[config.mk]
export PLATFORM = sky130hd
export DESIGN_NAME = stepper_step_dir_generator
export DESIGN_NICKNAME = d
export VERILOG_FILES = /design/src/design/sdg_pkg.sv /design/src/design/sdg_core.sv /design/src/design/stepper_step_dir_generator.sv
export VERILOG_INCLUDE_DIRS = /design/src /design/src/design
export SDC_FILE = /design/constraint.sdc
export NUM_CORES = 1
export LEC_CHECK = 0
export BUFFER_PORTS_ARGS = -buffer_cell sky130_fd_sc_hd__buf_2
export CAP_MARGIN = 20
export CORE_MARGIN = 5
export CORE_UTILIZATION = 35
export CTS_CLUSTER_DIAMETER = 100
export DETAILED_ROUTE_END_ITERATION = 8
export SYNTH_ARGS = -nofsm -noshare
export SYNTH_HDL_FRONTEND = slang
export SYNTH_SLANG_ARGS = --single-unit
[constraint.sdc]
create_clock -name clk -period 10.3 [get_ports clk]
set_clock_uncertainty 0.05 [all_clocks]
set_input_delay 0 -clock clk [delete_from_list [all_inputs] [get_ports clk]]
set_output_delay 0 -clock clk [all_outputs]
set_load 0.02 [all_outputs]
[src/design/stepper_step_dir_generator_assert.svh]
// ----------------------------------------------------------------------------
// stepper_step_dir_generator_assert.svh
// assertion macros shared by the step/dir generator modules
// ----------------------------------------------------------------------------
`ifndef STEPPER_STEP_DIR_GENERATOR_ASSERT_SVH
`define STEPPER_STEP_DIR_GENERATOR_ASSERT_SVH

// same-cycle implication, checked out of reset
`define SDG_ASSERT_IMP(label, ante, cons) \
  label: assert property (@(posedge clk) disable iff (!rst_n) (ante) |-> (cons)) \
    else $error("sdg assertion failed");

// next-cycle implication, checked out of reset
`define SDG_ASSERT_NXT(label, ante, cons) \
  label: assert property (@(posedge clk) disable iff (!rst_n) (ante) |=> (cons)) \
    else $error("sdg assertion failed");

`endif

[src/design/sdg_pkg.sv]
// ----------------------------------------------------------------------------
// sdg_pkg
// widths and word types of the step/dir generator
// ----------------------------------------------------------------------------
package sdg_pkg;

  localparam int POSITION_BITS    = 32;
  localparam int PHASE_COUNT_BITS = 16;
  localparam int HALF_PERIOD_BITS = 16;
  localparam int TARGET_BITS      = 32;
  localparam int OUT_POS_BITS     = 32;
  localparam int CMP_BITS = (PHASE_COUNT_BITS > HALF_PERIOD_BITS) ?
                            PHASE_COUNT_BITS : HALF_PERIOD_BITS;

  localparam logic [HALF_PERIOD_BITS-1:0] HALF_PERIOD_RESET = HALF_PERIOD_BITS'(100);

  typedef logic [POSITION_BITS-1:0]    pos_t;
  typedef logic [PHASE_COUNT_BITS-1:0] phase_t;
  typedef logic [HALF_PERIOD_BITS-1:0] half_t;

  typedef struct packed {
    logic                          load_target;
    logic signed [TARGET_BITS-1:0] new_target;
  } sdg_item_t;

  typedef struct packed {
    logic                           step_level;
    logic                           dir_level;
    logic                           moving;
    logic signed [OUT_POS_BITS-1:0] current_position;
  } sdg_result_t;

endpackage

[src/design/sdg_core.sv]
// ----------------------------------------------------------------------------
// sdg_core
// motion state and single-tick update; commits when advance is high
// ----------------------------------------------------------------------------
module sdg_core (
  input  logic                clk,
  input  logic                rst_n,
  input  logic                advance,
  input  sdg_pkg::sdg_item_t  item,
  input  sdg_pkg::half_t      half_period,
  output sdg_pkg::sdg_result_t result
);
  import sdg_pkg::*;
  `include "stepper_step_dir_generator_assert.svh"

  pos_t   pos_r, pos_nxt;
  pos_t   tgt_r, tgt_nxt;
  logic   drv_r, drv_nxt;
  logic   reeval_r, reeval_nxt;
  phase_t phase_r, phase_nxt;
  logic   high_r, high_nxt;
  logic   up_r, up_nxt;
  logic   step_r, step_nxt;
  logic   dir_r, dir_nxt;
  phase_t phase_inc;

  always_comb begin
    tgt_nxt    = item.load_target ? POSITION_BITS'(item.new_target) : tgt_r;
    pos_nxt    = pos_r;
    drv_nxt    = drv_r;
    reeval_nxt = reeval_r;
    phase_nxt  = phase_r;
    high_nxt   = high_r;
    up_nxt     = up_r;
    step_nxt   = step_r;
    dir_nxt    = dir_r;
    phase_inc  = '0;

    // compare target with position when idle or right after a step
    if (reeval_r || !drv_r) begin
      reeval_nxt = 1'b0;
      if (tgt_nxt == pos_r) begin
        drv_nxt = 1'b0;
      end else begin
        phase_nxt = '0;
        high_nxt  = 1'b1;
        up_nxt    = $signed(tgt_nxt) > $signed(pos_r);
        drv_nxt   = 1'b1;
      end
    end

    if (drv_nxt) begin
      step_nxt  = high_nxt;
      dir_nxt   = up_nxt;
      phase_inc = phase_nxt + 1'b1;
      phase_nxt = phase_inc;
      if (CMP_BITS'(phase_inc) >= CMP_BITS'(half_period)) begin
        if (high_nxt) begin
          high_nxt  = 1'b0;
          phase_nxt = '0;
        end else begin
          pos_nxt    = up_nxt ? pos_r + 1'b1 : pos_r - 1'b1;
          reeval_nxt = 1'b1;
        end
      end
    end
  end

  always_ff @(posedge clk) begin
    if (!rst_n) begin
      pos_r    <= '0;
      tgt_r    <= '0;
      drv_r    <= 1'b0;
      reeval_r <= 1'b0;
      phase_r  <= '0;
      high_r   <= 1'b1;
      up_r     <= 1'b0;
      step_r   <= 1'b0;
      dir_r    <= 1'b0;
    end else if (advance) begin
      pos_r    <= pos_nxt;
      tgt_r    <= tgt_nxt;
      drv_r    <= drv_nxt;
      reeval_r <= reeval_nxt;
      phase_r  <= phase_nxt;
      high_r   <= high_nxt;
      up_r     <= up_nxt;
      step_r   <= step_nxt;
      dir_r    <= dir_nxt;
    end
  end

  assign result.step_level       = step_nxt;
  assign result.dir_level        = dir_nxt;
  assign result.moving           = drv_nxt;
  assign result.current_position = OUT_POS_BITS'(pos_nxt);

  `SDG_ASSERT_IMP(a_reeval_only_driving, reeval_r, drv_r)
  `SDG_ASSERT_NXT(a_pos_one_step, advance,
    (pos_r == $past(pos_r)) || (pos_r == $past(pos_r) + 1'b1) ||
    (pos_r == $past(pos_r) - 1'b1))
  `SDG_ASSERT_NXT(a_pos_moves_on_low, advance && (pos_nxt != pos_r), reeval_r && !high_r)

endmodule

[src/design/stepper_step_dir_generator.sv]
// ----------------------------------------------------------------------------
// stepper_step_dir_generator
// step/direction pulse generator for one stepper motor, one word per tick
// ----------------------------------------------------------------------------
// channel  dir  handshake             payload
// cfg      in   cfg_wr_en             cfg_wr_data (half_period)
// in       in   in_valid / in_ready   in_load_target, in_new_target
// out      out  out_valid / out_ready out_step_level, out_dir_level,
//                                     out_moving, out_current_position
//
// one word per cycle sustained while out_ready holds high; a word waits in the input register,
// the state update runs as it moves to the output register
// out_valid rises once the word has passed the input and output registers, when the output is free
// reset (rst_n low, synchronous) empties both registers, position and target 0,
// idle, half_period 100
// a stall on out holds the result; in_ready stays high while the input
// register is empty or moving forward
// ----------------------------------------------------------------------------
module stepper_step_dir_generator (
  input  logic                                    clk,
  input  logic                                    rst_n,
  input  logic                                    cfg_wr_en,
  input  logic [sdg_pkg::HALF_PERIOD_BITS-1:0]    cfg_wr_data,
  input  logic                                    in_valid,
  output logic                                    in_ready,
  input  logic                                    in_load_target,
  input  logic signed [sdg_pkg::TARGET_BITS-1:0]  in_new_target,
  output logic                                    out_valid,
  input  logic                                    out_ready,
  output logic                                    out_step_level,
  output logic                                    out_dir_level,
  output logic                                    out_moving,
  output logic signed [sdg_pkg::OUT_POS_BITS-1:0] out_current_position
);
  import sdg_pkg::*;
  `include "stepper_step_dir_generator_assert.svh"

  half_t       half_r;
  logic        in_vld_r;
  sdg_item_t   in_word_r;
  logic        out_vld_r;
  sdg_result_t out_word_r;
  sdg_result_t core_res;
  logic        advance;

  assign advance  = in_vld_r && (!out_vld_r || out_ready);
  assign in_ready = !in_vld_r || advance;

  always_ff @(posedge clk) begin
    if (!rst_n) begin
      half_r <= HALF_PERIOD_RESET;
    end else if (cfg_wr_en) begin
      half_r <= cfg_wr_data;
    end
  end

  always_ff @(posedge clk) begin
    if (!rst_n) begin
      in_vld_r  <= 1'b0;
      out_vld_r <= 1'b0;
    end else begin
      if (in_ready) begin
        in_vld_r <= in_valid;
      end
      if (advance) begin
        out_vld_r <= 1'b1;
      end else if (out_ready) begin
        out_vld_r <= 1'b0;
      end
    end
  end

  // payload registers, no reset
  always_ff @(posedge clk) begin
    if (in_valid && in_ready) begin
      in_word_r.load_target <= in_load_target;
      in_word_r.new_target  <= in_new_target;
    end
    if (advance) begin
      out_word_r <= core_res;
    end
  end

  sdg_core u_core (
    .clk         (clk),
    .rst_n       (rst_n),
    .advance     (advance),
    .item        (in_word_r),
    .half_period (half_r),
    .result      (core_res)
  );

  assign out_valid            = out_vld_r;
  assign out_step_level       = out_word_r.step_level;
  assign out_dir_level        = out_word_r.dir_level;
  assign out_moving           = out_word_r.moving;
  assign out_current_position = out_word_r.current_position;

  `SDG_ASSERT_NXT(a_advance_fills_out, advance, out_vld_r)
  `SDG_ASSERT_IMP(a_ready_when_out_free, !out_vld_r, in_ready)

endmodule

==> Word level (Yosys, flattened, before mapping) <==
Cells that the tools add are included.
{ "word_totals": {"register_bits": 172, "word_cells": 59} }
{ "classes": {"add_sub_neg": 3, "n_lt_le_gt_ge": 2, "n_eq_ne": 1, "mux": 26, "n_reduce_logical": 9} }
{ "ops": {"columns": ["op", "count"], "rows": [
  ["$mux 32", 5],
  ["$mux 16", 5],
  ["$add 32x1->32 const B", 1],
  ["$eq 32x32->1", 1],
  ["$gt 32x32->1", 1],
  ["$sub 32x1->32 const B", 1],
  ["$add 16x1->16 const B", 1],
  ["$ge 16x16->1", 1],
  ["$mux 1", 16],
  ["$logic_not 1->1", 3],
  ["$logic_or 1x1->1", 3],
  ["$logic_and 1x1->1", 2],
  ["$reduce_bool 2->1", 1]
]} }

==> Depth between registers and ports, before layout <==
{ "depth": {"depth_word": 8, "depth_mapped": 27, "depth_no_buf": 23} }

==> Modules after synthesis <==
A second synthesis with hierarchy kept.
{ "unflattened": {"hier_cells": 1064, "area_unflattened_um2": 9678.0} }
{ "by_module_without_submodules": {"columns": ["mod", "n_inst", "cells_per_inst", "area_each_um2", "seq_area_each_um2"], "rows": [
  ["sdg_core", 1, 936, 6942.9, 1721.7],
  ["stepper_step_dir_generator", 1, 128, 2735.1, 2402.3]
]} }

==> Least setup slack after synthesis <==
OpenSTA, ideal clock, no wires.
{ "synth_path": {"path_type": "reg2reg", "startpoint": "register in_word_r[32] in the netlist's numbering", "endpoint": "register out_word_r, in the netlist out_current_position[28] (data pin)", "setup_ps": 259, "arrival_time_ps": 5582, "path_slack_ps": 4409, "stages_incl_launch_ff": 24, "synth_period_minus_slack_ps": 5891, "path_cell_list": "edfxtp_1 clkbuf_1 buf_1 mux2_2 ha_1 nand4_2 nor2_1 a221oi_1 nor3b_1 a2bb2oi_1 nand2_1 clkbuf_1 buf_1 xnor2_1 ha_1 nor4_1 nand3_1 or3_1 nor3_1 nor3_1 o22ai_1 nand2b_1 a21oi_1 xnor2_1"} }
{ "synth_lines": {"columns": ["item", "line_no", "source"], "rows": [
  ["from (decl)", "stepper_step_dir_generator.sv:40", "sdg_item_t in_word_r;"],
  ["to (signal assigned)", "stepper_step_dir_generator.sv:80", "out_word_r <= core_res;"],
  ["to (decl)", "stepper_step_dir_generator.sv:42", "sdg_result_t out_word_r;"]
]} }

==> flow_summary_export.csv <==
group,metric,value,unit
sta,final.setup.tns,0,ns
setup_path,cp_slowest_cell,"a22oi_1",
grt,grt_first_pass_wirelength,41900,um
setup_path,worstSetupEndpointType,"flop",
clocking,postCtsSetupBuffers,0,
setup_path,worstPathMaxFanout,32,
hold_path,holdPathEnd,"half_r[7]$_SDFFE_PN0P_",
placed_design,dp_hpwl,17700,um
logic_synthesis,synth_warnings,0,
routing,ant_nets,0,
sta,final_hold_viol_count,0,
grt,antenna_found_initial,0,
setup_path,cp_top_family,"simple AND/OR/NAND/NOR gates",
grt,first_global_vias,7958,
logic_synthesis,seq_area_frac_synth,43.8,%
hold_path,min_path_cells,3,
final_layout,final_core_util,42.5,%
final_layout,nNetsFinal,1264,
logic_synthesis,synthDistinctLibCells,67,
setup_path,cp_cell_sequence,"buf_4 > mux2_2 > ha_1 > nand4_2 > nor4_4 > a32oi_2 > and2b_1 > a22oi_1 > nand2_1 > xnor2_1 > ha_1 > nor4_1 > nand3_1 > or3_1 > nor3_1 > nor3_1 > o22ai_1 > nand2b_1 > a21oi_1 > xnor2_1",
power_and_ir_drop,finalPower,1.66,mW
power_and_ir_drop,combinationalPowerShare,12.6,%
grt,grt.total_usage,17.0,%
power_and_ir_drop,pwr-share-seq,44.7,%
power_and_ir_drop,netSwitchingPower,0.418,mW
setup_path,worstSetupPathType,"reg -> reg",
routing,post_drt_wl_per_cell,17.0,um
clocking,h-tree-depth,4,
sta,finalWorstSetupSlack,3.84,ns
clocking,cts_resized,0,
sta,finalMaxSlewViolations,0,
final_layout,synthToLayoutAreaGrowth,20.6,%
grt,use_met2,28.5,%
grt,busiest_layer,"met2",
final_layout,antennaDiodeCount,0,
sta,period_share,62.7,%
setup_path,critPathBufInv,1,
clocking,root_buffer,"clkbuf_16",
power_and_ir_drop,p_sw_share,25.3,%
setup_path,r2r-start,"in_word_r[32]$_DFFE_PP_",
placed_design,dpl_worst_slack,3.84,ns
setup_path,r2r-end,"out_current_position[28]$_DFFE_PP_",
clocking,cts_hold_buf,56,
final_layout,final_common_cell,"nand2_1",
clocking,clk_latency,0.43,ns
power_and_ir_drop,power_frac_clock,42.6,%
routing,firstDrtPassIters,8,
outcome,status,"complete, no violations",
hold_path,hold_class,"in -> reg",
grt,use_met1,21.7,%
final_layout,drive_gt1_share,15.1,%
sta,relSlewSlack,33.6,%
clocking,clk_path_buf_depth,2,
logic_synthesis,syn-num-nets,1146,
floorplan,die_y,174,um
sta,period_minus_slack,6.46,ns
power_and_ir_drop,powerDensity,146,nW/um^2
sta,rsz0062_at_grt,"no",
power_and_ir_drop,p_leak,4.24,nW
grt,overflow,0,
grt,use_met3,2.89,%
floorplan,die_x,174,um
placed_design,dp.cells,1425,
setup_path,rr_worst_depth,20,
sta,setup_viol,0,
setup_path,r2r_slack,3.84,ns
sta,tightest_slew,0.995,ns
logic_synthesis,synth_seq_cells,172,
floorplan,rows,60,
power_and_ir_drop,power.internal,1.24,mW
logic_synthesis,synth-async-reset-ratio,0,%
routing,vias,8035,
logic_synthesis,synthFlopType,"dfxtp_1",
setup_path,cp-start-kind,"flop",
grt,grt_max_degree,86,
setup_path,cp_slowest_stage_delay,0.53,ns
floorplan,die_area,30200,um^2
power_and_ir_drop,ir_drop,93.0,uV
flow_run,maxCapViolations,0,
logic_synthesis,synth_edf_count,68,
sta,fmax,155,MHz
hold_path,min_from,"cfg_wr_en",
clocking,clock-sinks,172,
placed_design,place_congestion,0.906,
placed_design,portBuffers,90,
floorplan,coreArea,26700,um^2
setup_path,worst_ep_arrival_time,6.57,ns
floorplan,io_pins,91,
routing,wl,25700,um
routing,drtIter0Drc,653,
logic_synthesis,syn_avg_cell_area,9.03,um^2
logic_synthesis,netlist_area,9410,um^2
clocking,tritoncts,"built",
clocking,path_clk_slew,0.07,ns
logic_synthesis,synthCells,1042,
routing,drc,0,
final_layout,layout_common_cells,"nand2_1 (124), dfxtp_1 (104), nor2_1 (101)",
final_layout,fin_cells,1514,
clocking,numCtsBuffers,17,
floorplan,start_util,35.2,%
routing,vias_per_cell,5.31,
setup_path,cp.required,10.42,ns
==> layer usage <==
layer	wire (um)	vias to the layer above	share of wire, %
li1	-	3988	-
met1	11400	3755	44
met2	12400	246	48
met3	1210	46	4.7
met4	798	0	3.1
met5	0	-	0
==> through the flow <==
| stage | area (um^2) | hold slack (ns) |
|---|---|---|
| 6_report | 11300 | 0.0641 |
| 5_1_grt | 11300 | 0.0950 |
| 4_1_cts | 11300 | 0.0481 |
| 3_5_place_dp | 10100 | 0.128 |
| 3_3_place_gp | 10100 | 0.127 |
| 2_1_floorplan | 9410 | 0.0489 |
==> cell usage after synthesis (3+ instances only) <==
| cell | count | area, um^2 |
|---|---|---|
| xor2_1 | 3 | 26.3 |
| clkbuf_1 | 49 | 184 |
| a211oi_1 | 3 | 22.5 |
| dfxtp_1 | 104 | 2080 |
| nor2_1 | 101 | 379 |
| inv_1 | 53 | 199 |
| mux2_2 | 35 | 394 |
| nand2b_1 | 4 | 25.0 |
| and4_1 | 4 | 35.0 |
| nor4_1 | 24 | 150 |
| and2_1 | 8 | 50.1 |
| xnor2_1 | 51 | 447 |
| mux2i_1 | 21 | 210 |
| nor3_1 | 26 | 130 |
| o21ai_0 | 32 | 160 |
| buf_1 | 8 | 30.0 |
| a31oi_1 | 4 | 25.0 |
| nand2_1 | 124 | 465 |
| a221oi_1 | 4 | 35.0 |
| a21o_1 | 8 | 60.1 |
| nand4_1 | 30 | 188 |
| a21oi_1 | 93 | 465 |
| or4_1 | 6 | 45.0 |
| edfxtp_1 | 68 | 2040 |
| a2111oi_0 | 3 | 26.3 |
| ha_1 | 50 | 626 |
| a22oi_1 | 17 | 128 |
| clkinv_1 | 3 | 11.3 |
| nand3_1 | 30 | 150 |
| nor2b_1 | 4 | 25.0 |
| or3_1 | 20 | 125 |
| o211ai_1 | 6 | 45.0 |
==> state kept, by name (all words and copies together) (netlist names), 16 cells and up <==
signal                cells
u_core.tgt_r             32
u_core.pos_r             32
half_r                   16
in_word_r                33
u_core.phase_r           16
out_current_position     32
==> worst min-delay path, stage by stage <==
cell	delay (ns)
buf_2	0.26
mux2i_1	0.17
nor2_1	0.07
==> how the worst max path moves through the flow <==
stage	to	slack [ns]	start	cells past startpoint
5_1_grt	u_core.pos_r[24]$_SDFFE_PN0P_	3.24	in_word_r[32]$_DFFE_PP_	20
3_3_place_gp	u_core.phase_r[10]$_SDFFE_PN0P_	4.00	in_word_r[32]$_DFFE_PP_	22
4_1_cts	u_core.phase_r[9]$_SDFFE_PN0P_	3.79	in_word_r[32]$_DFFE_PP_	22
2_1_floorplan	out_current_position[28]$_DFFE_PP_	4.41	in_word_r[32]$_DFFE_PP_	23
6_report	out_current_position[28]$_DFFE_PP_	3.84	in_word_r[32]$_DFFE_PP_	20
3_5_place_dp	u_core.phase_r[2]$_SDFFE_PN0P_	3.84	in_word_r[32]$_DFFE_PP_	22
==> power groups by stage <==
stage / clock (mW) / sequential (mW) / combinational, mW
after floorplan: 0 / 0.759 / 0.129
after global placement: 0 / 0.755 / 0.189
after detailed placement: 0 / 0.756 / 0.190
after CTS: 0.727 / 0.741 / 0.208
after global routing: 0.752 / 0.742 / 0.233
final: 0.706 / 0.740 / 0.209
==> cell families (layout without fill, tap and decap cells) <==
family / Yosys count / after routing / share of synthesized area (%)
simple gates: 395 / 395 / 20.2
compound gates: 201 / 201 / 13.3
flops: 172 / 172 / 43.8
buf+inv: 114 / 245 / 4.56
mux: 56 / 56 / 6.43
xor+xnor: 54 / 54 / 5.03
fa+ha+maj: 50 / 50 / 6.65
==> cell type report <==
type | count | area, um^2
fillers | 2610 | 15400
repair buffers | 157 | 1090
well taps | 341 | 427
multi-input cells | 756 | 4850
clock buffers | 20 | 457
clock inverters | 12 | 184
flip-flops and latches | 172 | 4120
inverters | 56 | 210
Note: power is estimated with default switching activity, not from simulation.
